File: config.mk
export PLATFORM = sky130hd
export DESIGN_NAME = touch_dimmer_fade_controller_unit_flat
export DESIGN_NICKNAME = d
export VERILOG_FILES = /design/src/rtl/tdfc_pkg.sv /design/src/rtl/tdfc_if.sv /design/src/rtl/tdfc_front.sv /design/src/rtl/tdfc_queue.sv /design/src/rtl/tdfc_phase.sv /design/src/rtl/tdfc_level.sv /design/src/rtl/touch_dimmer_fade_controller_unit.sv /design/src/flat_wrapper.sv
export SDC_FILE = /design/constraint.sdc
export NUM_CORES = 1
export LEC_CHECK = 0
export ABC_AREA = 1
export BUFFER_PORTS_ARGS = -buffer_cell sky130_fd_sc_hd__buf_2
export CAP_MARGIN = 20
export CORE_MARGIN = 2
export CORE_UTILIZATION = 59
export DETAILED_ROUTE_END_ITERATION = 10
export GPL_ROUTABILITY_DRIVEN = 0
export PLACE_DENSITY_LB_ADDON = 0.3
export SYNTH_ARGS = -nofsm -noshare
export SYNTH_HDL_FRONTEND = slang
export SYNTH_SLANG_ARGS = --single-unit
File: constraint.sdc
create_clock -name clock -period 28.1 [get_ports clock]
set_clock_uncertainty 0.1 [all_clocks]
set_input_delay 1.405 -clock clock [delete_from_list [all_inputs] [get_ports clock]]
set_output_delay 1.405 -clock clock [all_outputs]
set_load 0.02 [all_outputs]
File: src/rtl/tdfc_pkg.sv
// Touch dimmer fade controller: shared widths, constants, codes and types.
// No dependencies; every other file takes its names from here by scope.
`default_nettype none

package tdfc_pkg;

   localparam int TIME_BITS  = 16;
   localparam int NOW_W      = 16;
   localparam int SAMPLE_W   = 10;
   localparam int HOLD_CFG_W = 16;
   localparam int LEVEL_W    = 8;
   localparam int PHASE_W    = 2;
   localparam int CSR_IDX_W  = 2;
   localparam int CSR_DATA_W = 16;

   localparam int QDEPTH  = 2;
   localparam int QPTR_W  = $clog2(QDEPTH);
   localparam int QCOUNT_W = $clog2(QDEPTH + 1);

   localparam int FADE_MS       = 1000;
   localparam int RAMP_DELAY_MS = 1000;
   localparam int RAMP_MS       = 7000;
   localparam logic [LEVEL_W-1:0] FULL_LEVEL = 8'd255;

   localparam logic [CSR_IDX_W-1:0] CSR_PRESS_BELOW   = 2'd0;
   localparam logic [CSR_IDX_W-1:0] CSR_RELEASE_ABOVE = 2'd1;
   localparam logic [CSR_IDX_W-1:0] CSR_SETUP_HOLD    = 2'd2;

   localparam logic [SAMPLE_W-1:0]   PRESS_BELOW_RST   = 10'd500;
   localparam logic [SAMPLE_W-1:0]   RELEASE_ABOVE_RST = 10'd600;
   localparam logic [HOLD_CFG_W-1:0] SETUP_HOLD_RST    = 16'd1000;

   // fade: elapsed clamped to FADE_MS times level, then divided by FADE_MS
   localparam int FADE_E_W     = 10;
   localparam int FADE_PROD_W  = FADE_E_W + LEVEL_W;
   localparam int FADE_SHIFT   = 28;
   localparam int FADE_RECIP_W = 19;
   localparam logic [FADE_RECIP_W-1:0] FADE_RECIP =
      FADE_RECIP_W'(((64'd1 << FADE_SHIFT) + 64'(FADE_MS) - 64'd1) / 64'(FADE_MS));
   localparam int FADE_MUL_W = FADE_PROD_W + FADE_RECIP_W;

   // ramp: offset up to RAMP_MS times 255, then divided by RAMP_MS
   localparam int RAMP_X_W     = 13;
   localparam int RAMP_NUM_W   = RAMP_X_W + LEVEL_W;
   localparam int RAMP_SHIFT   = 34;
   localparam int RAMP_RECIP_W = 22;
   localparam logic [RAMP_RECIP_W-1:0] RAMP_RECIP =
      RAMP_RECIP_W'(((64'd1 << RAMP_SHIFT) + 64'(RAMP_MS) - 64'd1) / 64'(RAMP_MS));
   localparam int RAMP_MUL_W = RAMP_NUM_W + RAMP_RECIP_W;

   typedef enum logic [PHASE_W-1:0] {
      PH_IDLE  = 2'd0,
      PH_FADE  = 2'd1,
      PH_SETUP = 2'd2
   } phase_type;

   typedef enum logic [1:0] {
      DUTY_HOLD = 2'd0,
      DUTY_FADE = 2'd1,
      DUTY_SET  = 2'd2
   } duty_type;

   typedef struct packed {
      logic [TIME_BITS-1:0] now;
      logic [TIME_BITS-1:0] elapsed;
   } hold_type;

   typedef struct packed {
      duty_type                 kind;
      logic [LEVEL_W-1:0]       level;
      logic [FADE_PROD_W-1:0]   prod;
      logic [LEVEL_W-1:0]       max;
      logic                     light;
      phase_type                phase;
   } step_type;

endpackage

`default_nettype wire

File: src/rtl/tdfc_if.sv
// Channel interfaces of the touch dimmer fade controller: sample, result, register write.
// Depends on tdfc_pkg for field widths.
`default_nettype none

interface tdfc_req_if;
   logic                          valid;
   logic                          ready;
   logic [tdfc_pkg::SAMPLE_W-1:0] sensor_sample;
   logic [tdfc_pkg::NOW_W-1:0]    now_ms;
   modport source (output valid, sensor_sample, now_ms, input ready);
   modport sink   (input valid, sensor_sample, now_ms, output ready);
endinterface

interface tdfc_rsp_if;
   logic                         valid;
   logic                         ready;
   logic [tdfc_pkg::LEVEL_W-1:0] pwm_level;
   logic                         lights_on;
   logic [tdfc_pkg::PHASE_W-1:0] phase;
   modport source (output valid, pwm_level, lights_on, phase, input ready);
   modport sink   (input valid, pwm_level, lights_on, phase, output ready);
endinterface

interface tdfc_csr_if;
   logic                            valid;
   logic                            ready;
   logic [tdfc_pkg::CSR_IDX_W-1:0]  index;
   logic [tdfc_pkg::CSR_DATA_W-1:0] data;
   modport source (output valid, index, data, input ready);
   modport sink   (input valid, index, data, output ready);
endinterface

`default_nettype wire

File: src/rtl/tdfc_front.sv
// Front end: accepts sensor beats, qualifies the touch and tracks hold time.
// Depends on tdfc_pkg and tdfc_req_if; feeds tdfc_queue.
`default_nettype none

module tdfc_front (
   input  wire logic                          clock,
   input  wire logic                          reset,
   tdfc_req_if.sink                           req_bus,
   input  wire logic [tdfc_pkg::SAMPLE_W-1:0] press_below,
   input  wire logic [tdfc_pkg::SAMPLE_W-1:0] release_above,
   input  wire logic                          queue_full,
   output logic                               push,
   output tdfc_pkg::hold_type                 entry
);

   logic [tdfc_pkg::TIME_BITS-1:0] hold_start_ff, hold_start_in;
   logic [tdfc_pkg::TIME_BITS-1:0] hold_elapsed_ff, hold_elapsed_in;
   logic [tdfc_pkg::TIME_BITS-1:0] now_t;
   logic                           touched;
   logic                           released;

   assign req_bus.ready = !queue_full;
   assign push          = req_bus.valid && req_bus.ready;
   assign now_t         = tdfc_pkg::TIME_BITS'(req_bus.now_ms);
   assign touched       = req_bus.sensor_sample < press_below;
   assign released      = req_bus.sensor_sample > release_above;

   always_comb begin
      hold_start_in   = hold_start_ff;
      hold_elapsed_in = hold_elapsed_ff;
      if (touched) begin
         if (hold_start_ff == '0) begin
            hold_start_in = now_t;
         end
         hold_elapsed_in = now_t - hold_start_in;
      end else if (released) begin
         hold_start_in   = '0;
         hold_elapsed_in = '0;
      end
   end

   assign entry.now     = now_t;
   assign entry.elapsed = hold_elapsed_in;

   always_ff @(posedge clock) begin
      if (reset) begin
         hold_start_ff   <= '0;
         hold_elapsed_ff <= '0;
      end else if (push) begin
         hold_start_ff   <= hold_start_in;
         hold_elapsed_ff <= hold_elapsed_in;
      end
   end

endmodule

`default_nettype wire

File: src/rtl/tdfc_queue.sv
// Short register queue between the front end and the phase sequencer.
// Depends on tdfc_pkg for the entry type and depth.
`default_nettype none

module tdfc_queue (
   input  wire logic               clock,
   input  wire logic               reset,
   input  wire logic               push,
   input  wire tdfc_pkg::hold_type push_data,
   output logic                    full,
   input  wire logic               pop,
   output logic                    not_empty,
   output tdfc_pkg::hold_type      head
);

   tdfc_pkg::hold_type                 mem_ff [tdfc_pkg::QDEPTH];
   logic [tdfc_pkg::QPTR_W-1:0]        wr_ptr_ff, wr_ptr_in;
   logic [tdfc_pkg::QPTR_W-1:0]        rd_ptr_ff, rd_ptr_in;
   logic [tdfc_pkg::QCOUNT_W-1:0]      count_ff, count_in;

   assign full      = count_ff == tdfc_pkg::QCOUNT_W'(tdfc_pkg::QDEPTH);
   assign not_empty = count_ff != '0;
   assign head      = mem_ff[rd_ptr_ff];

   always_comb begin
      wr_ptr_in = wr_ptr_ff;
      rd_ptr_in = rd_ptr_ff;
      count_in  = count_ff;
      if (push) begin
         wr_ptr_in = (wr_ptr_ff == tdfc_pkg::QPTR_W'(tdfc_pkg::QDEPTH - 1)) ?
                     '0 : wr_ptr_ff + 1'b1;
      end
      if (pop) begin
         rd_ptr_in = (rd_ptr_ff == tdfc_pkg::QPTR_W'(tdfc_pkg::QDEPTH - 1)) ?
                     '0 : rd_ptr_ff + 1'b1;
      end
      if (push && !pop) begin
         count_in = count_ff + 1'b1;
      end else if (pop && !push) begin
         count_in = count_ff - 1'b1;
      end
   end

   always_ff @(posedge clock) begin
      if (reset) begin
         wr_ptr_ff <= '0;
         rd_ptr_ff <= '0;
         count_ff  <= '0;
      end else begin
         wr_ptr_ff <= wr_ptr_in;
         rd_ptr_ff <= rd_ptr_in;
         count_ff  <= count_in;
      end
   end

   always_ff @(posedge clock) begin
      if (push) begin
         mem_ff[wr_ptr_ff] <= push_data;
      end
   end

   a_count_bound: assert property (@(posedge clock) disable iff (reset)
      count_ff <= tdfc_pkg::QCOUNT_W'(tdfc_pkg::QDEPTH))
      else $error("queue count past depth");

   a_no_underflow: assert property (@(posedge clock) disable iff (reset)
      pop |-> not_empty)
      else $error("queue popped while empty");

endmodule

`default_nettype wire

File: src/rtl/tdfc_phase.sv
// Phase sequencer: toggle, fade start, intensity ramp and stored maximum level.
// Depends on tdfc_pkg; pops tdfc_queue and feeds tdfc_level through a step register.
`default_nettype none

module tdfc_phase (
   input  wire logic                            clock,
   input  wire logic                            reset,
   input  wire logic [tdfc_pkg::HOLD_CFG_W-1:0] setup_hold_ms,
   input  wire logic                            q_valid,
   input  wire tdfc_pkg::hold_type              q_entry,
   output logic                                 q_pop,
   input  wire logic                            down_ready,
   output logic                                 step_valid,
   output tdfc_pkg::step_type                   step
);

   localparam int TB = tdfc_pkg::TIME_BITS;

   tdfc_pkg::phase_type           phase_ff, phase_in;
   logic                          light_ff, light_in;
   logic [TB-1:0]                 pstart_ff, pstart_in;
   logic [tdfc_pkg::LEVEL_W-1:0]  max_ff, max_in;
   logic [tdfc_pkg::LEVEL_W-1:0]  setup_lvl_ff, setup_lvl_in;
   logic                          step_valid_ff;
   tdfc_pkg::step_type            step_ff, step_in;
   logic                          advance;
   logic                          fire;

   assign advance    = !step_valid_ff || down_ready;
   assign fire       = q_valid && advance;
   assign q_pop      = fire;
   assign step_valid = step_valid_ff;
   assign step       = step_ff;

   always_comb begin
      logic [TB-1:0]                     he;
      logic [TB-1:0]                     e;
      logic [TB-1:0]                     x;
      logic [TB:0]                       limit;
      logic [tdfc_pkg::FADE_E_W-1:0]     ec;
      logic [tdfc_pkg::RAMP_NUM_W-1:0]   n;
      logic [tdfc_pkg::RAMP_MUL_W-1:0]   rp;
      logic [tdfc_pkg::LEVEL_W-1:0]      ramp_v;
      logic [tdfc_pkg::LEVEL_W-1:0]      lvl;
      tdfc_pkg::duty_type                kind;

      phase_in     = phase_ff;
      light_in     = light_ff;
      pstart_in    = pstart_ff;
      max_in       = max_ff;
      setup_lvl_in = setup_lvl_ff;
      he           = q_entry.elapsed;
      kind         = tdfc_pkg::DUTY_HOLD;
      lvl          = '0;

      if (he != '0 && phase_in == tdfc_pkg::PH_IDLE) begin
         pstart_in = q_entry.now;
         light_in  = !light_in;
         phase_in  = tdfc_pkg::PH_FADE;
      end

      if (he == '0 && phase_in == tdfc_pkg::PH_SETUP) begin
         phase_in = tdfc_pkg::PH_IDLE;
         if (setup_lvl_in != '0) begin
            max_in = setup_lvl_in;
         end
         light_in = 1'b1;
      end

      limit = (TB + 1)'(setup_hold_ms) + (TB + 1)'(tdfc_pkg::RAMP_MS);
      if (TB'(setup_hold_ms) < he && {1'b0, he} < limit &&
          phase_in != tdfc_pkg::PH_SETUP) begin
         pstart_in = q_entry.now;
         phase_in  = tdfc_pkg::PH_SETUP;
      end

      e = q_entry.now - pstart_in;

      ec = (e >= TB'(tdfc_pkg::FADE_MS)) ? tdfc_pkg::FADE_E_W'(tdfc_pkg::FADE_MS) :
           e[tdfc_pkg::FADE_E_W-1:0];

      x = (e >= TB'(tdfc_pkg::RAMP_DELAY_MS)) ? e - TB'(tdfc_pkg::RAMP_DELAY_MS) : '0;
      n = {x[tdfc_pkg::RAMP_X_W-1:0], tdfc_pkg::LEVEL_W'(0)} -
          tdfc_pkg::RAMP_NUM_W'(x[tdfc_pkg::RAMP_X_W-1:0]);
      rp = tdfc_pkg::RAMP_MUL_W'(n) * tdfc_pkg::RAMP_MUL_W'(tdfc_pkg::RAMP_RECIP);
      if (x > TB'(tdfc_pkg::RAMP_MS)) begin
         ramp_v = tdfc_pkg::FULL_LEVEL;
      end else begin
         ramp_v = rp[tdfc_pkg::RAMP_SHIFT +: tdfc_pkg::LEVEL_W];
      end

      case (phase_in)
         tdfc_pkg::PH_FADE: begin
            kind = tdfc_pkg::DUTY_FADE;
            if (e > TB'(tdfc_pkg::FADE_MS)) begin
               phase_in = tdfc_pkg::PH_IDLE;
            end
         end
         tdfc_pkg::PH_SETUP: begin
            setup_lvl_in = ramp_v;
            kind         = tdfc_pkg::DUTY_SET;
            lvl          = ramp_v;
            if (e > TB'(tdfc_pkg::RAMP_MS + tdfc_pkg::RAMP_DELAY_MS)) begin
               max_in   = tdfc_pkg::FULL_LEVEL;
               lvl      = tdfc_pkg::FULL_LEVEL;
               phase_in = tdfc_pkg::PH_IDLE;
            end
         end
         default: begin
            kind = tdfc_pkg::DUTY_HOLD;
         end
      endcase

      step_in.kind  = kind;
      step_in.level = lvl;
      step_in.prod  = tdfc_pkg::FADE_PROD_W'(ec) * tdfc_pkg::FADE_PROD_W'(max_in);
      step_in.max   = max_in;
      step_in.light = light_in;
      step_in.phase = phase_in;
   end

   always_ff @(posedge clock) begin
      if (reset) begin
         phase_ff      <= tdfc_pkg::PH_IDLE;
         light_ff      <= 1'b0;
         pstart_ff     <= '0;
         max_ff        <= tdfc_pkg::FULL_LEVEL;
         setup_lvl_ff  <= '0;
         step_valid_ff <= 1'b0;
      end else begin
         if (fire) begin
            phase_ff     <= phase_in;
            light_ff     <= light_in;
            pstart_ff    <= pstart_in;
            max_ff       <= max_in;
            setup_lvl_ff <= setup_lvl_in;
         end
         if (advance) begin
            step_valid_ff <= fire;
         end
      end
   end

   always_ff @(posedge clock) begin
      if (fire) begin
         step_ff <= step_in;
      end
   end

   a_state_holds: assert property (@(posedge clock) disable iff (reset)
      !fire |=> $stable(phase_ff) && $stable(light_ff) && $stable(max_ff))
      else $error("phase state moved without a step");

   a_step_matches: assert property (@(posedge clock) disable iff (reset)
      fire |=> step_ff.phase == phase_ff && step_ff.light == light_ff &&
               step_ff.max == max_ff)
      else $error("step register out of line with phase state");

endmodule

`default_nettype wire

File: src/rtl/tdfc_level.sv
// Level stage: fade scaling, duty hold and the result output register.
// Depends on tdfc_pkg and tdfc_rsp_if; takes steps from tdfc_phase.
`default_nettype none

module tdfc_level (
   input  wire logic               clock,
   input  wire logic               reset,
   input  wire logic               step_valid,
   input  wire tdfc_pkg::step_type step,
   output logic                    up_ready,
   tdfc_rsp_if.source              rsp_bus
);

   logic                                rsp_valid_ff;
   logic [tdfc_pkg::LEVEL_W-1:0]        duty_ff, duty_in;
   logic                                light_ff;
   logic [tdfc_pkg::PHASE_W-1:0]        phase_ff;
   logic [tdfc_pkg::FADE_MUL_W-1:0]     fade_mul;
   logic [tdfc_pkg::LEVEL_W-1:0]        fade_q;
   logic [tdfc_pkg::LEVEL_W-1:0]        fade_v;
   logic                                advance;
   logic                                take;

   assign advance  = !rsp_valid_ff || rsp_bus.ready;
   assign take     = step_valid && advance;
   assign up_ready = advance;

   assign fade_mul = tdfc_pkg::FADE_MUL_W'(step.prod) *
                     tdfc_pkg::FADE_MUL_W'(tdfc_pkg::FADE_RECIP);
   assign fade_q   = fade_mul[tdfc_pkg::FADE_SHIFT +: tdfc_pkg::LEVEL_W];
   assign fade_v   = step.light ? fade_q : step.max - fade_q;

   always_comb begin
      case (step.kind)
         tdfc_pkg::DUTY_HOLD: duty_in = duty_ff;
         tdfc_pkg::DUTY_FADE: duty_in = fade_v;
         tdfc_pkg::DUTY_SET:  duty_in = step.level;
         default:             duty_in = duty_ff;
      endcase
   end

   always_ff @(posedge clock) begin
      if (reset) begin
         rsp_valid_ff <= 1'b0;
         duty_ff      <= '0;
      end else begin
         if (advance) begin
            rsp_valid_ff <= step_valid;
         end
         if (take) begin
            duty_ff <= duty_in;
         end
      end
   end

   always_ff @(posedge clock) begin
      if (take) begin
         light_ff <= step.light;
         phase_ff <= step.phase;
      end
   end

   assign rsp_bus.valid     = rsp_valid_ff;
   assign rsp_bus.pwm_level = duty_ff;
   assign rsp_bus.lights_on = light_ff;
   assign rsp_bus.phase     = phase_ff;

endmodule

`default_nettype wire

File: src/rtl/touch_dimmer_fade_controller_unit.sv
// Touch dimmer fade controller top level: register file and the front/queue/back chain.
// Depends on tdfc_pkg, tdfc_if, tdfc_front, tdfc_queue, tdfc_phase and tdfc_level.
//
// Usage:
//   req_bus carries one beat per sensor sample: sensor_sample and now_ms.
//   rsp_bus returns exactly one beat per sample: pwm_level, lights_on, phase.
//   csr_bus writes press_below (0), release_above (1) and setup_hold_ms (2);
//   it is always ready, and other indexes are dropped. Write only while idle.
// Timing:
//   An accepted sample is registered in the queue, then in the phase sequencer step
//   register, then in the level stage output register, which drives the result.
//   One sample per cycle sustained while rsp_bus.ready stays high; the fade and ramp
//   divisions are reciprocal multiplies, one per stage, so nothing iterates.
// Reset (synchronous): registers return to 500 / 600 / 1000, light off, idle,
//   duty 0, stored maximum 255, queue empty. No clearing pass.
// Stall: when rsp_bus.ready is low the output and step registers hold, the
//   two-entry queue absorbs up to two more samples, then req_bus.ready drops.
`default_nettype none

module touch_dimmer_fade_controller_unit (
   input  wire logic  clock,
   input  wire logic  reset,
   tdfc_req_if.sink   req_bus,
   tdfc_rsp_if.source rsp_bus,
   tdfc_csr_if.sink   csr_bus
);

   logic [tdfc_pkg::SAMPLE_W-1:0]   press_below_ff;
   logic [tdfc_pkg::SAMPLE_W-1:0]   release_above_ff;
   logic [tdfc_pkg::HOLD_CFG_W-1:0] setup_hold_ff;

   logic                 push;
   tdfc_pkg::hold_type   push_entry;
   logic                 q_full;
   logic                 q_pop;
   logic                 q_valid;
   tdfc_pkg::hold_type   q_head;
   logic                 step_valid;
   tdfc_pkg::step_type   step;
   logic                 level_ready;

   assign csr_bus.ready = 1'b1;

   always_ff @(posedge clock) begin
      if (reset) begin
         press_below_ff   <= tdfc_pkg::PRESS_BELOW_RST;
         release_above_ff <= tdfc_pkg::RELEASE_ABOVE_RST;
         setup_hold_ff    <= tdfc_pkg::SETUP_HOLD_RST;
      end else if (csr_bus.valid && csr_bus.ready) begin
         case (csr_bus.index)
            tdfc_pkg::CSR_PRESS_BELOW:
               press_below_ff <= csr_bus.data[tdfc_pkg::SAMPLE_W-1:0];
            tdfc_pkg::CSR_RELEASE_ABOVE:
               release_above_ff <= csr_bus.data[tdfc_pkg::SAMPLE_W-1:0];
            tdfc_pkg::CSR_SETUP_HOLD:
               setup_hold_ff <= csr_bus.data[tdfc_pkg::HOLD_CFG_W-1:0];
            default: begin
            end
         endcase
      end
   end

   tdfc_front u_front (
      .clock         (clock),
      .reset         (reset),
      .req_bus       (req_bus),
      .press_below   (press_below_ff),
      .release_above (release_above_ff),
      .queue_full    (q_full),
      .push          (push),
      .entry         (push_entry)
   );

   tdfc_queue u_queue (
      .clock     (clock),
      .reset     (reset),
      .push      (push),
      .push_data (push_entry),
      .full      (q_full),
      .pop       (q_pop),
      .not_empty (q_valid),
      .head      (q_head)
   );

   tdfc_phase u_phase (
      .clock         (clock),
      .reset         (reset),
      .setup_hold_ms (setup_hold_ff),
      .q_valid       (q_valid),
      .q_entry       (q_head),
      .q_pop         (q_pop),
      .down_ready    (level_ready),
      .step_valid    (step_valid),
      .step          (step)
   );

   tdfc_level u_level (
      .clock      (clock),
      .reset      (reset),
      .step_valid (step_valid),
      .step       (step),
      .up_ready   (level_ready),
      .rsp_bus    (rsp_bus)
   );

endmodule

`default_nettype wire

File: src/flat_wrapper.sv
// flat-port wrapper written by rule: the top's interface ports become plain ports
module touch_dimmer_fade_controller_unit_flat 
  (clock, reset, req_bus_valid, req_bus_sensor_sample, req_bus_now_ms, req_bus_ready, rsp_bus_valid, rsp_bus_pwm_level, rsp_bus_lights_on, rsp_bus_phase, rsp_bus_ready, csr_bus_valid, csr_bus_index, csr_bus_data, csr_bus_ready);
  tdfc_req_if req_bus_i ();
  tdfc_rsp_if rsp_bus_i ();
  tdfc_csr_if csr_bus_i ();
  input  wire logic clock;
  input  wire logic reset;
  input wire logic [$bits(req_bus_i.valid)-1:0] req_bus_valid;
  input wire logic [$bits(req_bus_i.sensor_sample)-1:0] req_bus_sensor_sample;
  input wire logic [$bits(req_bus_i.now_ms)-1:0] req_bus_now_ms;
  output wire logic [$bits(req_bus_i.ready)-1:0] req_bus_ready;
  output wire logic [$bits(rsp_bus_i.valid)-1:0] rsp_bus_valid;
  output wire logic [$bits(rsp_bus_i.pwm_level)-1:0] rsp_bus_pwm_level;
  output wire logic [$bits(rsp_bus_i.lights_on)-1:0] rsp_bus_lights_on;
  output wire logic [$bits(rsp_bus_i.phase)-1:0] rsp_bus_phase;
  input wire logic [$bits(rsp_bus_i.ready)-1:0] rsp_bus_ready;
  input wire logic [$bits(csr_bus_i.valid)-1:0] csr_bus_valid;
  input wire logic [$bits(csr_bus_i.index)-1:0] csr_bus_index;
  input wire logic [$bits(csr_bus_i.data)-1:0] csr_bus_data;
  output wire logic [$bits(csr_bus_i.ready)-1:0] csr_bus_ready;
  assign req_bus_i.valid = req_bus_valid;
  assign req_bus_i.sensor_sample = req_bus_sensor_sample;
  assign req_bus_i.now_ms = req_bus_now_ms;
  assign req_bus_ready = req_bus_i.ready;
  assign rsp_bus_valid = rsp_bus_i.valid;
  assign rsp_bus_pwm_level = rsp_bus_i.pwm_level;
  assign rsp_bus_lights_on = rsp_bus_i.lights_on;
  assign rsp_bus_phase = rsp_bus_i.phase;
  assign rsp_bus_i.ready = rsp_bus_ready;
  assign csr_bus_i.valid = csr_bus_valid;
  assign csr_bus_i.index = csr_bus_index;
  assign csr_bus_i.data = csr_bus_data;
  assign csr_bus_ready = csr_bus_i.ready;
  touch_dimmer_fade_controller_unit u_core (.clock(clock), .reset(reset), .req_bus(req_bus_i), .rsp_bus(rsp_bus_i), .csr_bus(csr_bus_i));
endmodule
-- Word-level counts from Yosys, hierarchy flattened
Memories as Yosys holds them, arrays and structs flattened. A register that Yosys moved wholly into a read port is not among the register bits.
Cells that the tools add are included.
Widths: inputs -> output; s select.
- $lt $le $gt $ge: 8
- equal/unequal tests: 9
- add/sub/neg operators: 10
- $mul: 3
- mux-type cells: 35
- reduce and logical (&&, ||, !) cells: 33
- operator list (cell ; count):
    $mux 16 ; 9
    $mux 8 ; 7
    $mul 21x20->40 const B ; 1
    $mul 18x17->34 const B ; 1
    $gt 16x13->1 const B ; 2
    $logic_not 16->1 ; 2
    $sub 16x16->16 ; 2
    $sub 21x13->21 ; 1
    $mul 10x8->18 ; 1
    $add 16x13->17 const B ; 1
    $lt 16x17->1 ; 1
    $ge 16x10->1 const B ; 1
    $gt 16x10->1 const B ; 1
    $lt 16x16->1 ; 1
    $pmux 8 s2 ; 1
    $reduce_bool 16->1 ; 1
    $sub 16x10->16 const B ; 1
    $mux 2 ; 7
    $reduce_and 2->1 ; 6
    $eq 2x2->1 const B ; 5
    $gt 10x10->1 ; 1
    $lt 10x10->1 ; 1
    $mux 10 ; 1
    $logic_and 1x1->1 ; 9
    13 further kinds ; 34
- logic and storage cells: 123
- RAM bits: 64
- input port bits: 49
- memories: 1
- output and inout bits: 14
- register bits: 159
- memory list (name ; depth ; bits a word ; rd ports ; clocked after memory_dff ; write ports ; RTL line ; RTL):
    u_core.u_queue.mem_ff ; 2 ; 32 ; 1 ; 1 ; 1 ; tdfc_queue.sv:16 ; tdfc_pkg::hold_type mem_ff [tdfc_pkg::QDEPTH];

-- Longest topological paths before layout
Gate-level depths: netlist of the first run.
- depth in word-level cells: 16
- mapped depth: 82
- depth with buffers taken out: 76

-- Hierarchy
A second synthesis of the first run with hierarchy kept.
- cells, all modules: 3628
- area, all modules: 29648.4 µm²
- modules (own cells, without submodules) (module ; cells an instance ; area each (µm²) ; times used):
    tdfc_phase ; 2078 ; 16908.7 ; 1
    tdfc_level ; 690 ; 5253.8 ; 1
    tdfc_front ; 523 ; 3345.7 ; 1
    tdfc_queue ; 133 ; 2692.6 ; 1
    touch_dimmer_fade_controller_unit ; 204 ; 1447.6 ; 1

-- Worst setup path after synthesis of the first run
No wires, ideal clock.
- kind: register to register
- from: reg u_core.setup_hold_ff[3] (netlist bit)
- to: reg u_core.u_phase.step_ff (netlist bit u_core.u_phase.step[35]) (data pin)
- clock period less this slack: 12932 ps
- setup slack: 15168 ps
- stages on the path, launching flop included: 75
- required time: 27740 ps
- data arrival time: 12572 ps
- library setup time: 260 ps
- cells stage by stage: dfxtp_1 -> inv_1 -> ha_1 -> or2_2 -> nand2_1 -> a21oi_1 -> a21oi_1 -> nor3_1 -> nor2_1 -> xnor2_1 -> ha_1 -> nand3_1 -> nor2_1 -> nand2_1 -> nand4_2 -> inv_1 -> a21oi_1 -> clkbuf_1 -> [39 not listed] -> inv_1 -> fa_1 -> inv_1 -> ha_1 -> nand2_1 -> inv_1 -> nand3_1 -> nor3_1 -> a21oi_1 -> nor4_1 -> nor2_1 -> o21ai_0 -> a41oi_1 -> xnor2_1 -> inv_1 -> nand2_1 -> nand2_1 -> nand2_1
- cells in the longest elaborated chain, start to end: 12
- ends and longest elaborated chain (what ; RTL line ; RTL):
    start, declared ; touch_dimmer_fade_controller_unit.sv:30 ; logic [tdfc_pkg::HOLD_CFG_W-1:0] setup_hold_ff;
    start signal, assigned ; touch_dimmer_fade_controller_unit.sv:48 ; setup_hold_ff <= tdfc_pkg::SETUP_HOLD_RST;
    start signal, assigned ; touch_dimmer_fade_controller_unit.sv:56 ; setup_hold_ff <= csr_bus.data[tdfc_pkg::HOLD_CFG_W-1:0];
    $add 16x13->17 ; tdfc_phase.sv:70 ; limit = (TB + 1)'(setup_hold_ms) + (TB + 1)'(tdfc_pkg::RAMP_MS);
    $lt 16x17->1 ; tdfc_phase.sv:71 ; if (TB'(setup_hold_ms) < he && {1'b0, he} < limit &&
    $logic_and 1x1->1 * (2 in a row) ; tdfc_phase.sv:71 ;
    $mux 16 * ; tdfc_phase.sv:71 ;
    named net u_core.u_phase.pstart_in[0] ; tdfc_phase.sv:21 ; logic [TB-1:0] pstart_ff, pstart_in;
    $sub 16x16->16 * ; tdfc_phase.sv:77 ; e = q_entry.now - pstart_in;
    $sub 16x10->16 / $ge 16x10->1 (equally long branches) ; tdfc_phase.sv:82 ; x = (e >= TB'(tdfc_pkg::RAMP_DELAY_MS)) ? e - TB'(tdfc_pkg::RAMP_DELAY_MS) : '0;
    $mux 16 ; tdfc_phase.sv:82 ;
    $sub 21x13->21 ; tdfc_phase.sv:83 ; n = {x[tdfc_pkg::RAMP_X_W-1:0], tdfc_pkg::LEVEL_W'(0)} -
    $mul 21x20->40 ; tdfc_phase.sv:85 ; rp = tdfc_pkg::RAMP_MUL_W'(n) * tdfc_pkg::RAMP_MUL_W'(tdfc_pkg::RAMP_RECIP);
    $mux 8 ; tdfc_phase.sv:86 ; if (x > TB'(tdfc_pkg::RAMP_MS)) begin
    $mux 8 * ; tdfc_phase.sv:103 ; if (e > TB'(tdfc_pkg::RAMP_MS + tdfc_pkg::RAMP_DELAY_MS)) begin
    end signal, assigned ; tdfc_phase.sv:146 ; step_ff <= step_in;
    end, declared ; tdfc_phase.sv:25 ; tdfc_pkg::step_type step_ff, step_in;
Mark *: on every way through the listed nets, which the timed path passes. The rest lies on a longest branch.
A chain may end at the register's enable or synchronous reset.

-- Worst setup path after layout of the first run
Same ends and word-level chain as after synthesis.

==> results.md, run 1 <==
Yosys:
- The post-synthesis compound-gate area fraction is 10.7%.
- The share of synthesized cell area in full adder, half adder and majority cells is 41.0%.
- The mux contribution to synthesized area is 0.0357%.
- The main combinational cell family by area after synthesis is adder cells.
- The number of flip-flops and latches in the synthesized netlist is 224.
- The Yosys warning count is 0.
- The average size of a mapped cell is 8.32 um^2.
- The share of synthesized registers carrying an async set or reset is 0%.
- After Yosys synthesis, and, or, nand and nor cells account for 13.9% of the synthesized area.
- Among all flip-flop cells after synthesis, the most frequent one is sky130_fd_sc_hd__dfxtp_1.
- The number of nets in the synthesized netlist is 4166.
- The cell area after synthesis is 28000 um^2.
- After Yosys synthesis, XOR and XNOR cells account for 2.73% of the synthesized area.
- Yosys mapped the design onto 66 distinct sky130hd cell types.
- The instance count of the mapped netlist is 3370.
- The sequential cell area fraction in the yosys report is 19.8%.
- Counting flops with a built-in enable in the synthesized netlist gives 106.

STA:
- The part of the cycle the worst path needs is 52.8%.
- The worst relative slew slack is 26.4%.
- Timing would allow up to 67.3 MHz.
- For the final routed database, the setup TNS stands at 0 ns.
- The clock period minus worst slack is 14.85 ns.
- For the pin with the worst max-slew slack, the measured transition is 1.10 ns.
- Across all setup checks in the final design, the least slack found is 13.25 ns.
- The number of endpoints with negative hold slack in the final report is 0.
- The count of endpoints failing setup in the final report is 0.
- The count of final max-slew check failures is 0.
- Setup repair after global routing left no endpoint under its margin.

Clock network:
- Counting the buffers created by CTS gives 23.
- The number of gates resized after CTS was 0.
- The number of hold buffers added after CTS is 0.
- The maximum level of the CTS H-tree is 1.
- The post-CTS setup repair buffer count is 0.
- The later pin in the worst-skew pair is clocked with a latency of 0.54 ns.
- The register clock-pin slew on the reported worst setup and hold paths is 0.06 ns.
- Clock tree synthesis selected as its root buffer the cell sky130_fd_sc_hd__clkbuf_16.
- The CTS tree is done.
- Counting every sink on the clock net gives 224.
- The worst-case clock buffer depth is 3.

Layout:
- The final standard cell count with taps included and fillers excluded is 4043.
- The post-layout net count is 4215.
- The finished cells cover 29700 um^2.
- The number of antenna repair diodes is 0.
- Cells with a size suffix above 1 make up 6.17% of the layout.
- Compared with the post-synthesis result, the final layout area differs by 6.05%.

Worst setup path:
- The slowest stage cell on the critical path is sky130_fd_sc_hd__xor2_1.
- Among the stages of the critical path, the cell type that occurs most often is sky130_fd_sc_hd__inv_1.
- STA puts the critical path data required time at 28.29 ns.
- The delay contributed by the slowest stage of the critical path is 0.60 ns.
- STA classifies the critical path endpoint as a flop.
- Counting cells, the worst reg-to-reg path comes to 71.
- The launch instance of the worst register-to-register path is u_core.setup_hold_ff[3].
- Across all register-to-register paths, the minimum setup slack is 13.25 ns.
- For the worst setup path, the data arrival time is 15.04 ns.
- The type of element launching the critical path is a flop.
- Along the worst path, the maximum fanout reaches 29.
- The critical path launch point is u_core.setup_hold_ff[3].
- The startpoint-to-endpoint class of the critical path is reg -> reg.

Floorplanning:
- The effective utilization at floorplan is 60.0%.
- The core region is 46800 um^2.
- For this design the top-level I/O count stands at 63.
- The area enclosed by the die boundary is 49300 um^2.
- The die is 222 um wide.
- The height of the die is 222 um.
- In this run the core area contains 79 standard-cell rows.

Drt:
- In this run the remaining antenna-violating nets after routing total 0.
- After the first detailed-routing iteration, the DRC count stood at 1161.
- After detailed routing, the number of vias per cell comes to 5.32.
- The residual DRC count is 0.
- Dividing the detail-routed wire length by the instance count gives 15.6 um.
- For this run, the detailed router's first-pass iteration total came to 6.
- Wires add up to 63200 um.
- For this block, the via count after detailed routing is 21.5k.

GRT:
- The number of global-route vias before repair is 21.3k.
- The global-route wire length before repair is 105000 um.
- The number of antenna violations at the first check in global routing is 0.
- The pin count of the biggest net entering global routing is 75.
- The total routing usage reported by global routing is 26.1%.
- The overall overflow remaining after global route is 0.

Placed design:
- Prior to clock tree synthesis, the placed netlist has a worst setup slack of 12.88 ns.
- The count of buffers added on input and output ports is 61.
- In this run, placement finished with an instance count of 4000.
- The area after detailed placement is 29000 um^2.
- The HPWL after detailed placement is 52900 um.

Worst hold path:
- The startpoint identified for the worst hold timing path is u_core.u_phase.step[1].
- The worst hold path belongs to the class reg -> reg.
- The number of stages on the worst hold path is 0.

Outcome:
- The flow ran to the end, and the final reports show no timing, DRC or antenna violations.

Flow run:
- The max capacitance violation total is 0.
==> cells in the final DEF, fill, tap and decap left out, types with 14 or more instances in the layout <==
cell type,netlist,final
sky130_fd_sc_hd__a211oi_1,14,14
sky130_fd_sc_hd__a21oi_1,246,245
sky130_fd_sc_hd__buf_2,2,61
sky130_fd_sc_hd__clkbuf_16,0,23
sky130_fd_sc_hd__dfxtp_1,118,118
sky130_fd_sc_hd__edfxtp_1,106,106
sky130_fd_sc_hd__fa_1,288,288
sky130_fd_sc_hd__ha_1,459,459
sky130_fd_sc_hd__inv_1,792,792
sky130_fd_sc_hd__inv_2,16,17
sky130_fd_sc_hd__nand2_1,528,528
sky130_fd_sc_hd__nand2_2,18,18
sky130_fd_sc_hd__nand3_1,64,64
sky130_fd_sc_hd__nor2_1,220,218
sky130_fd_sc_hd__nor3_1,24,24
sky130_fd_sc_hd__nor4_1,14,14
sky130_fd_sc_hd__o211ai_1,33,33
sky130_fd_sc_hd__o21ai_0,135,135
sky130_fd_sc_hd__o21ai_1,15,14
sky130_fd_sc_hd__or2_2,20,20
sky130_fd_sc_hd__xnor2_1,24,24
sky130_fd_sc_hd__xor2_1,46,46
==> cell usage after synthesis, drive strengths merged (2+ instances only) <==
master	n	area (um^2)
a2111oi	2	17.5
or2	20	125
nor3	26	140
nand3b	5	37.5
nor2	223	850
a21o	13	97.6
xor2	53	528
inv	808	3030
a221oi	2	17.5
a211oi	15	125
o2111ai	5	43.8
o22ai	12	75.1
ha	459	5740
nand3	69	385
nand4	14	93.8
o21a	6	45.0
o211ai	33	248
nor4	14	87.6
o31ai	4	30.0
a31oi	4	25.0
clkinv	9	36.3
xnor2	25	238
clkbuf	42	158
o21ai	156	818
a21boi	7	60.1
nand2	551	2160
a21oi	247	1240
fa	288	5770
buf	9	73.8
o21bai	8	60.1
edfxtp	106	3180
dfxtp	118	2360
a211o	2	17.5
a31o	6	52.6
==> metal layers <==
metal / global-route usage, % / up-vias / wire length, um
met5: 0 / - / 0
met4: 6.52 / 0 / 1630
met3: 3.82 / 91 / 3260
met2: 44.9 / 486 / 30600
met1: 34.8 / 10200 / 27700
li1: - / 10800 / -
==> worst paths after layout <==
kind                                     endpoint
setup / recovery          u_core.u_phase.step[35]
hold / removal    u_core.u_level.rsp_bus.phase[1]
setup reg to reg          u_core.u_phase.step[35]
hold reg to reg   u_core.u_level.rsp_bus.phase[1]
==> critical path: cells and delay by family, from the launching register on <==
family	cells	cell delay [ns]
fa+ha+maj	13	5.34
simple gates	27	3.78
compound gates	13	2.48
buf+inv	15	1.63
xor+xnor	3	0.84
flops	1	0.40
==> sequential cells by signal, indices dropped and copies added, names as in the netlist, named ones only <==
register,flops
u_core.u_queue.rd_ptr_ff,1
u_core.u_front.hold_start_ff,16
u_core.u_level.rsp_bus.phase,2
u_core.u_phase.phase_ff,2
u_core.u_queue.count_ff,2
u_core.u_phase.step,39
u_core.u_phase.step_valid,1
u_core.release_above_ff,10
u_core.u_queue.wr_ptr_ff,1
u_core.u_level.rsp_bus.lights_on,1
u_core.u_phase.light_ff,1
u_core.u_phase.max_ff,8
u_core.u_phase.setup_lvl_ff,8
u_core.u_front.hold_elapsed_ff,16
u_core.press_below_ff,10
u_core.u_queue.mem_ff,64
u_core.u_level.rsp_bus.pwm_level,8
u_core.u_level.rsp_bus.valid,1
u_core.setup_hold_ff,16
u_core.u_phase.pstart_ff,16
==> cell families (layout without fill, tap and decap cells) <==
logic type,Yosys count,count (layout)
buffers and inverters,868,934
flip-flops,224,224
AO/OA/AOI/OAI,525,525
AND/OR/NAND/NOR,926,926
XOR/XNOR,78,78
adder cells (fa/ha/maj),747,747
multiplexers,1,1
other,1,1
==> through the flow <==
| step | hold slack (ns) | utilization [%] |
|---|---|---|
| 2_1_floorplan | 0.300 | - |
| 3_3_place_gp | 0.333 | 62.0 |
| 3_5_place_dp | 0.327 | 62.0 |
| 4_1_cts | 0.345 | 63.6 |
| 5_1_grt | 0.347 | 63.6 |
| 6_report | 0.339 | 63.6 |
==> cell type report <==
type	instances	area, um^2
Multi-Input combinational cell	2278	19200
Fill cell	4012	17000
Sequential cell	224	5550
Inverter	817	3070
Tap cell	607	759
Clock buffer	26	587
Timing Repair Buffer	75	418
Clock inverter	16	151
Power of run 1 is not shown: default switching activity piles up to over one toggle a cycle in this logic, so the estimate is an artifact.
==> run 2, diff against run 1 <==
==> constraint.sdc (replaced) <==
create_clock -name clock -period 14.41 [get_ports clock]
set_clock_uncertainty 0.1 [all_clocks]
set_input_delay 0.7205 -clock clock [delete_from_list [all_inputs] [get_ports clock]]
set_output_delay 0.7205 -clock clock [all_outputs]
set_load 0.02 [all_outputs]
==> results.md, run 2 (same netlist as run 1, synthesis figures left out) <==
Floorplanning:
- The area enclosed by the die boundary is 49300 um^2 (unchanged).
- The number of standard-cell rows in the floorplan is 79 (unchanged).
- The number of top-level pins is 63 (unchanged).
- The height of the die was 222 um (unchanged).
- The standard cell core area was 46800 um^2 (unchanged).
- The horizontal die dimension is 222 um (unchanged).
- The effective utilization at floorplan was 60.0% (unchanged).

Worst hold path:
- The worst hold path terminates at u_core.u_level.rsp_bus.phase[1].
- The number of stages on the worst hold path is 0 (unchanged).
- The type of the tightest min-delay check is reg -> reg.
- The worst hold path startpoint is u_core.u_phase.step[1].

GRT:
- The pin count of the biggest net entering global routing is 75 (unchanged).
- The global-route wire length before repair was 105000 um (-0.49%).
- The overall overflow remaining after global route came to 0 (unchanged).
- The total routing usage reported by global routing is 26.1% (about the same).
- The number of antenna violations at the first check in global routing was 0 (unchanged).
- The number of global-route vias before repair is 21.5k (+0.73%).

Layout:
- Compared with the post-synthesis result, the final layout area differs by 7.79%.
- More flip-flops sit in one register than any other, and that register is u_core.u_queue.mem_ff.
- The final design instance area without fill is 30200 um^2 (+1.6%).
- The final core utilization is 64.6% (+1.0 points).
- The fraction of layout instances using a drive strength above 1 is 7.45% (+1.3 points).
- The post-layout net count is 4242 (+0.64%).
- The final-layout fill cell count was 3945 (-1.7%).
- Leaving out fill and tap cells, the most frequent cells in the layout are 790 x sky130_fd_sc_hd__inv_1, 525 x sky130_fd_sc_hd__nand2_1, 457 x sky130_fd_sc_hd__ha_1, 288 x sky130_fd_sc_hd__fa_1, 243 x sky130_fd_sc_hd__a21oi_1.
- The number of flip-flops in the largest register is 64 (unchanged).
- The most frequent standard cell in the layout excluding fill and tap cells is sky130_fd_sc_hd__inv_1.
- The number of antenna repair diodes was 0 (unchanged).

Placed design:
- The detailed placement HPWL is 52800 um (-0.14%).
- The area after detailed placement is 29100 um^2 (+0.23%).
- The count of input and output buffers came to 61 (unchanged).
- The worst setup timing slack at the placement stage is 0.142 ns (-12.73 ns).

Clock network:
- The worst-case clock buffer depth is 3 (unchanged).
- The register clock-pin slew on the reported worst setup and hold paths is 0.06 ns (about the same).
- The CTS tree is done.
- The number of buffers created by CTS came to 23 (unchanged).
- The maximum level of the CTS H-tree is 1 (unchanged).
- The number of hold buffers added after CTS is 0 (unchanged).
- The later-pin clock latency in the skew report is 0.52 ns (-0.02 ns).
- The tree is rooted in a sky130_fd_sc_hd__clkbuf_16.
- The clock net sink count is 224 (unchanged).

STA:
- The slew at the pin with the worst max-slew slack is 0.934 ns (-0.166 ns).
- The count of endpoints failing setup in the final report came to 0 (unchanged).
- The part of the cycle the worst path needs is 93.8% (+41 points).
- The setup slack of the critical path after layout is 0.888 ns (-12.36 ns).
- The number of endpoints with negative hold slack in the final report came to 0 (unchanged).
- The count of final max-slew check failures is 0 (unchanged).
- The fmax is 74.0 MHz (+9.8%).
- The clock period minus worst slack is 13.52 ns (-1.33 ns).
- The worst relative slew slack is 37.5% (+11 points).
- The post-route worst hold slack is 0.324 ns (-0.0151 ns).

Worst setup path:
- STA classifies the critical path endpoint as a flop.
- In this run the critical register-to-register path is launched from u_core.setup_hold_ff[3].
- The depth of the worst register-to-register path is 66 (-7.0%).
- The type of element launching the critical path is a flop.
- Among the stages of the critical path, the cell type that occurs most often is sky130_fd_sc_hd__nand2_1.
- The end of the worst register-to-register path is u_core.u_phase.step[29].
- The required time of the worst setup path was 14.56 ns (-13.73 ns).
- In this design, the largest share of critical-path delay is due to adder cells.
- The data arrival time of the critical path was 13.68 ns (-1.36 ns).
- The maximum fanout along the worst path was 26 (-10%).
- The critical path depth is 66 (-7.0%).
- The delay contributed by the slowest stage of the critical path is 0.55 ns (-0.05 ns).
- The slowest stage of the critical path is the sky130_fd_sc_hd__fa_1 cell.
- The setup slack on the worst flop-to-flop path is 0.89 ns (-12.36 ns).
- The startpoint-to-endpoint class of the critical path is reg -> reg.
- The buffering stage count on the worst path with inverters included is 13 (-2).

Outcome:
- The run finished with clean final reports.

Drt:
- The average vias per placed instance is 5.34 (+0.44%).
- The remaining number of nets flagged by the antenna check after routing is 0 (unchanged).
- The total length of routed wires was 63400 um (+0.28%).
- The detailed router's first-iteration violation count is 1349 (+16%).
- The first-pass detailed-route iteration total is 6 (unchanged).
- The per-cell routed wire length is 15.6 um (-0.36%).
- The residual DRC count was 0 (unchanged).
- The via count is 21.7k (+1.1%).

Flow run:
- The max capacitance violation total is 0 (unchanged).
## run 2: cell type report
type | count | area [um^2] | area share [%]
multi-input cells | 2279 | 19400 | 64.1
flip-flops and latches | 224 | 5550 | 18.3
inverters | 817 | 3080 | 10.2
well taps | 607 | 759 | 2.51
clock buffers | 33 | 704 | 2.33
repair buffers | 101 | 609 | 2.02
clock inverters | 8 | 146 | 0.484
## run 2: metal layers
| metal | vias to the layer above | global-route usage (%) | routed length (um) |
|---|---|---|---|
| met1 | 10300 | 34.3 | 27400 |
| met5 | - | 0 | 0 |
| met3 | 103 | 2.88 | 3360 |
| li1 | 10800 | - | - |
| met4 | 0 | 7.41 | 1790 |
| met2 | 539 | 45.8 | 30900 |
## run 2: how the worst max path moves through the flow
stage	to	slack, ns	start
2_1_floorplan	u_core.u_phase.step[35]	1.48	u_core.setup_hold_ff[3]
3_3_place_gp	u_core.u_phase.step[35]	0.52	u_core.setup_hold_ff[3]
3_5_place_dp	u_core.u_phase.step[35]	0.14	u_core.setup_hold_ff[3]
4_1_cts	u_core.u_phase.step[35]	0.10	u_core.setup_hold_ff[3]
5_1_grt	u_core.u_phase.step[35]	-0.08	u_core.setup_hold_ff[3]
6_report	u_core.u_phase.step[29]	0.89	u_core.setup_hold_ff[3]
## run 2: metrics by stage
stage / setup TNS [ns] / instances
finish: 0 / 4069
global route: -0.178 / 4069
CTS: 0 / 4050
detailed placement: 0 / 4009
global placement: 0 / 4009
floorplan: 0 / 3370
## run 2: timing repair
item	4_1_cts	5_1_grt
endpoints found under the setup margin	0	16
buffers inserted	0	18
gates resized for setup	0	31
endpoints found under the hold margin	0	0
Power of run 2 is left out for the same reason.
==> run 3, diff against run 2 <==
--- a/config.mk
+++ b/config.mk
@@ -12,7 +12,7 @@
 export CORE_UTILIZATION = 59
 export DETAILED_ROUTE_END_ITERATION = 10
 export GPL_ROUTABILITY_DRIVEN = 0
-export PLACE_DENSITY_LB_ADDON = 0.3
+export PLACE_DENSITY_LB_ADDON = 0.1
 export SYNTH_ARGS = -nofsm -noshare
 export SYNTH_HDL_FRONTEND = slang
 export SYNTH_SLANG_ARGS = --single-unit
==> results.md, run 3 (same netlist as run 1, synthesis figures left out) <==
Outcome:
- The flow ran to the end, and the final reports show no timing, DRC or antenna violations.

Layout:
- Leaving out fill and tap cells, the most frequent cell in the layout is sky130_fd_sc_hd__inv_1.
- The library cells used most frequently in the layout, excluding fill and tap cells, are 790 x sky130_fd_sc_hd__inv_1, 524 x sky130_fd_sc_hd__nand2_1, 458 x sky130_fd_sc_hd__ha_1, 288 x sky130_fd_sc_hd__fa_1, 243 x sky130_fd_sc_hd__a21oi_1.
- The post-layout net count is 4237 (-0.12%).
- The final core utilization was 64.7% (about the same).
- The final design instance area without fill is 30200 um^2 (about the same).
- The number of flip-flops in the largest register is 64 (unchanged).
- The synthesis-to-finish area growth was 7.87% (about the same).
- The register bank with the most flops is u_core.u_queue.mem_ff.
- The fraction of layout instances using a drive strength above 1 is 7.43% (-0.027 points).
- The number of antenna repair diodes is 0 (unchanged).

Drt:
- The detailed router's first-iteration violation count was 1245 (-7.7%).
- The average vias per placed instance is 5.42 (+1.4%).
- The total length of routed wires is 68100 um (+7.4%).
- The first-pass detailed-route iteration total is 7 (+1).
- The residual DRC count is 0 (unchanged).
- The remaining number of nets flagged by the antenna check after routing is 0 (unchanged).
- The via count was 22.0k (+1.4%).
- The per-cell routed wire length was 16.7 um (+7.5%).

Clock network:
- The maximum level of the CTS H-tree came to 1 (unchanged).
- The later-pin clock latency in the skew report is 0.57 ns (+0.05 ns).
- The number of buffers created by CTS is 26 (+13%).
- The worst-case clock buffer depth is 3 (unchanged).
- The clock net sink count is 224 (unchanged).
- The root buffer cell is sky130_fd_sc_hd__clkbuf_16.
- The CTS tree is done.
- The number of hold buffers added after CTS is 0 (unchanged).
- The register clock-pin slew on the reported worst setup and hold paths was 0.06 ns (about the same).

Worst hold path:
- The endpoint with the worst hold slack is u_core.setup_hold_ff[15].
- The startpoint identified for the worst hold timing path is csr_bus_data[15].
- The min-delay analysis places its worst path in the category in -> reg.
- The number of stages on the worst hold path is 3 (+3).

Worst setup path:
- The worst setup path is launched from a flop.
- On the critical path, the stage with the largest delay is an instance of sky130_fd_sc_hd__fa_1.
- The most repeated library cell on the critical path is sky130_fd_sc_hd__nand2_1.
- The data arrival time of the critical path is 13.76 ns (+0.08 ns).
- The required time of the worst setup path is 14.60 ns (+0.04 ns).
- The startpoint identified for the worst register-to-register timing path is u_core.setup_hold_ff[3].
- The depth of the worst register-to-register path came to 64 (-3.0%).
- The delay contributed by the slowest stage of the critical path was 0.55 ns (about the same).
- The critical path in this run is classified as reg -> reg.
- The type of element capturing the critical path is a flop.
- The maximum fanout along the worst path is 7 (-73%).
- The setup slack on the worst flop-to-flop path was 0.84 ns (-0.05 ns).
- The end of the worst register-to-register path is u_core.u_phase.step[35].

Placed design:
- The count of input and output buffers is 61 (unchanged).
- The detailed placement HPWL is 57100 um (+8.0%).
- The area after detailed placement is 29100 um^2 (about the same).

GRT:
- The number of antenna violations at the first check in global routing is 0 (unchanged).
- The overall overflow remaining after global route is 0 (unchanged).
- The number of global-route vias before repair is 22.7k (+5.6%).
- The global-route wire length before repair is 112000 um (+6.8%).
- The pin count of the biggest net entering global routing came to 75 (unchanged).
- The total routing usage reported by global routing is 28.1% (+1.9 points).

Floorplanning:
- The effective utilization at floorplan is 60.0% (unchanged).
- The number of standard-cell rows in the floorplan came to 79 (unchanged).
- The area enclosed by the die boundary is 49300 um^2 (unchanged).
- The number of top-level pins is 63 (unchanged).
- The standard cell core area is 46800 um^2 (unchanged).
- The horizontal die dimension is 222 um (unchanged).
- The height of the die is 222 um (unchanged).

Flow run:
- The max capacitance violation total is 0 (unchanged).

STA:
- The part of the cycle the worst path needs is 94.2% (+0.34 points).
- The clock period minus worst slack is 13.57 ns (+0.0486 ns).
- The slew at the pin with the worst max-slew slack came to 1.01 ns (+0.0728 ns).
- The fmax came to 73.7 MHz (-0.36%).
- The setup TNS is 0 ns (unchanged).
- The number of endpoints with negative hold slack in the final report is 0 (unchanged).
- The worst relative slew slack came to 32.5% (-5.0 points).
- The count of endpoints failing setup in the final report is 0 (unchanged).
- The post-route worst hold slack is 0.283 ns (-0.0409 ns).
- The count of final max-slew check failures is 0 (unchanged).
## run 3: area by class of cell
cell class	instances	area [um^2]
repair buffers	93	549
inverters	817	3070
clock buffers	34	764
multi-input cells	2279	19300
flip-flops and latches	224	5550
fillers	3968	16500
well taps	607	759
clock inverters	14	206
## run 3: how the worst max path moves through the flow
| stage | endpoint | slack [ns] | startpoint |
|---|---|---|---|
| final | u_core.u_phase.step[35] | 0.84 | u_core.setup_hold_ff[3] |
| after global routing | u_core.u_phase.step[36] | -0.06 | u_core.setup_hold_ff[3] |
| after CTS | u_core.u_phase.step[35] | 0.13 | u_core.setup_hold_ff[3] |
| after detailed placement | u_core.u_phase.step[35] | 0.14 | u_core.setup_hold_ff[3] |
| after global placement | u_core.u_phase.step[36] | 0.54 | u_core.setup_hold_ff[3] |
| after floorplan | u_core.u_phase.step[35] | 1.48 | u_core.setup_hold_ff[3] |
## run 3: repair_timing
item | CTS | global route
setup endpoints to repair | 0 | 16
setup buffers | 0 | 8
resized for setup | 0 | 27
## run 3: critical path: cells and delay by family (launching register included)
kind | cells | cell delay [ns]
buffers and inverters | 10 | 1.11
AND/OR/NAND/NOR | 25 | 3.79
adder cells (fa/ha/maj) | 14 | 5.07
AO/OA/AOI/OAI | 11 | 2.14
flip-flops | 1 | 0.40
XOR/XNOR | 4 | 0.66
## run 3: stage by stage
stage          instances  worst slack, ns
2_1_floorplan       3370             1.48
3_3_place_gp        4011            0.543
3_5_place_dp        4011            0.143
4_1_cts             4059            0.127
5_1_grt             4068          -0.0637
6_report            4068            0.839
## run 3: per-layer routing
| metal | part of all wire [%] | vias to the layer above | GRT usage, % |
|---|---|---|---|
| li1 | - | 10800 | - |
| met5 | 0 | - | 0 |
| met4 | 2.7 | 0 | 7.43 |
| met1 | 44 | 10600 | 36.6 |
| met3 | 5.8 | 135 | 4.56 |
| met2 | 48 | 523 | 48.6 |
Power of run 3 is left out for the same reason.
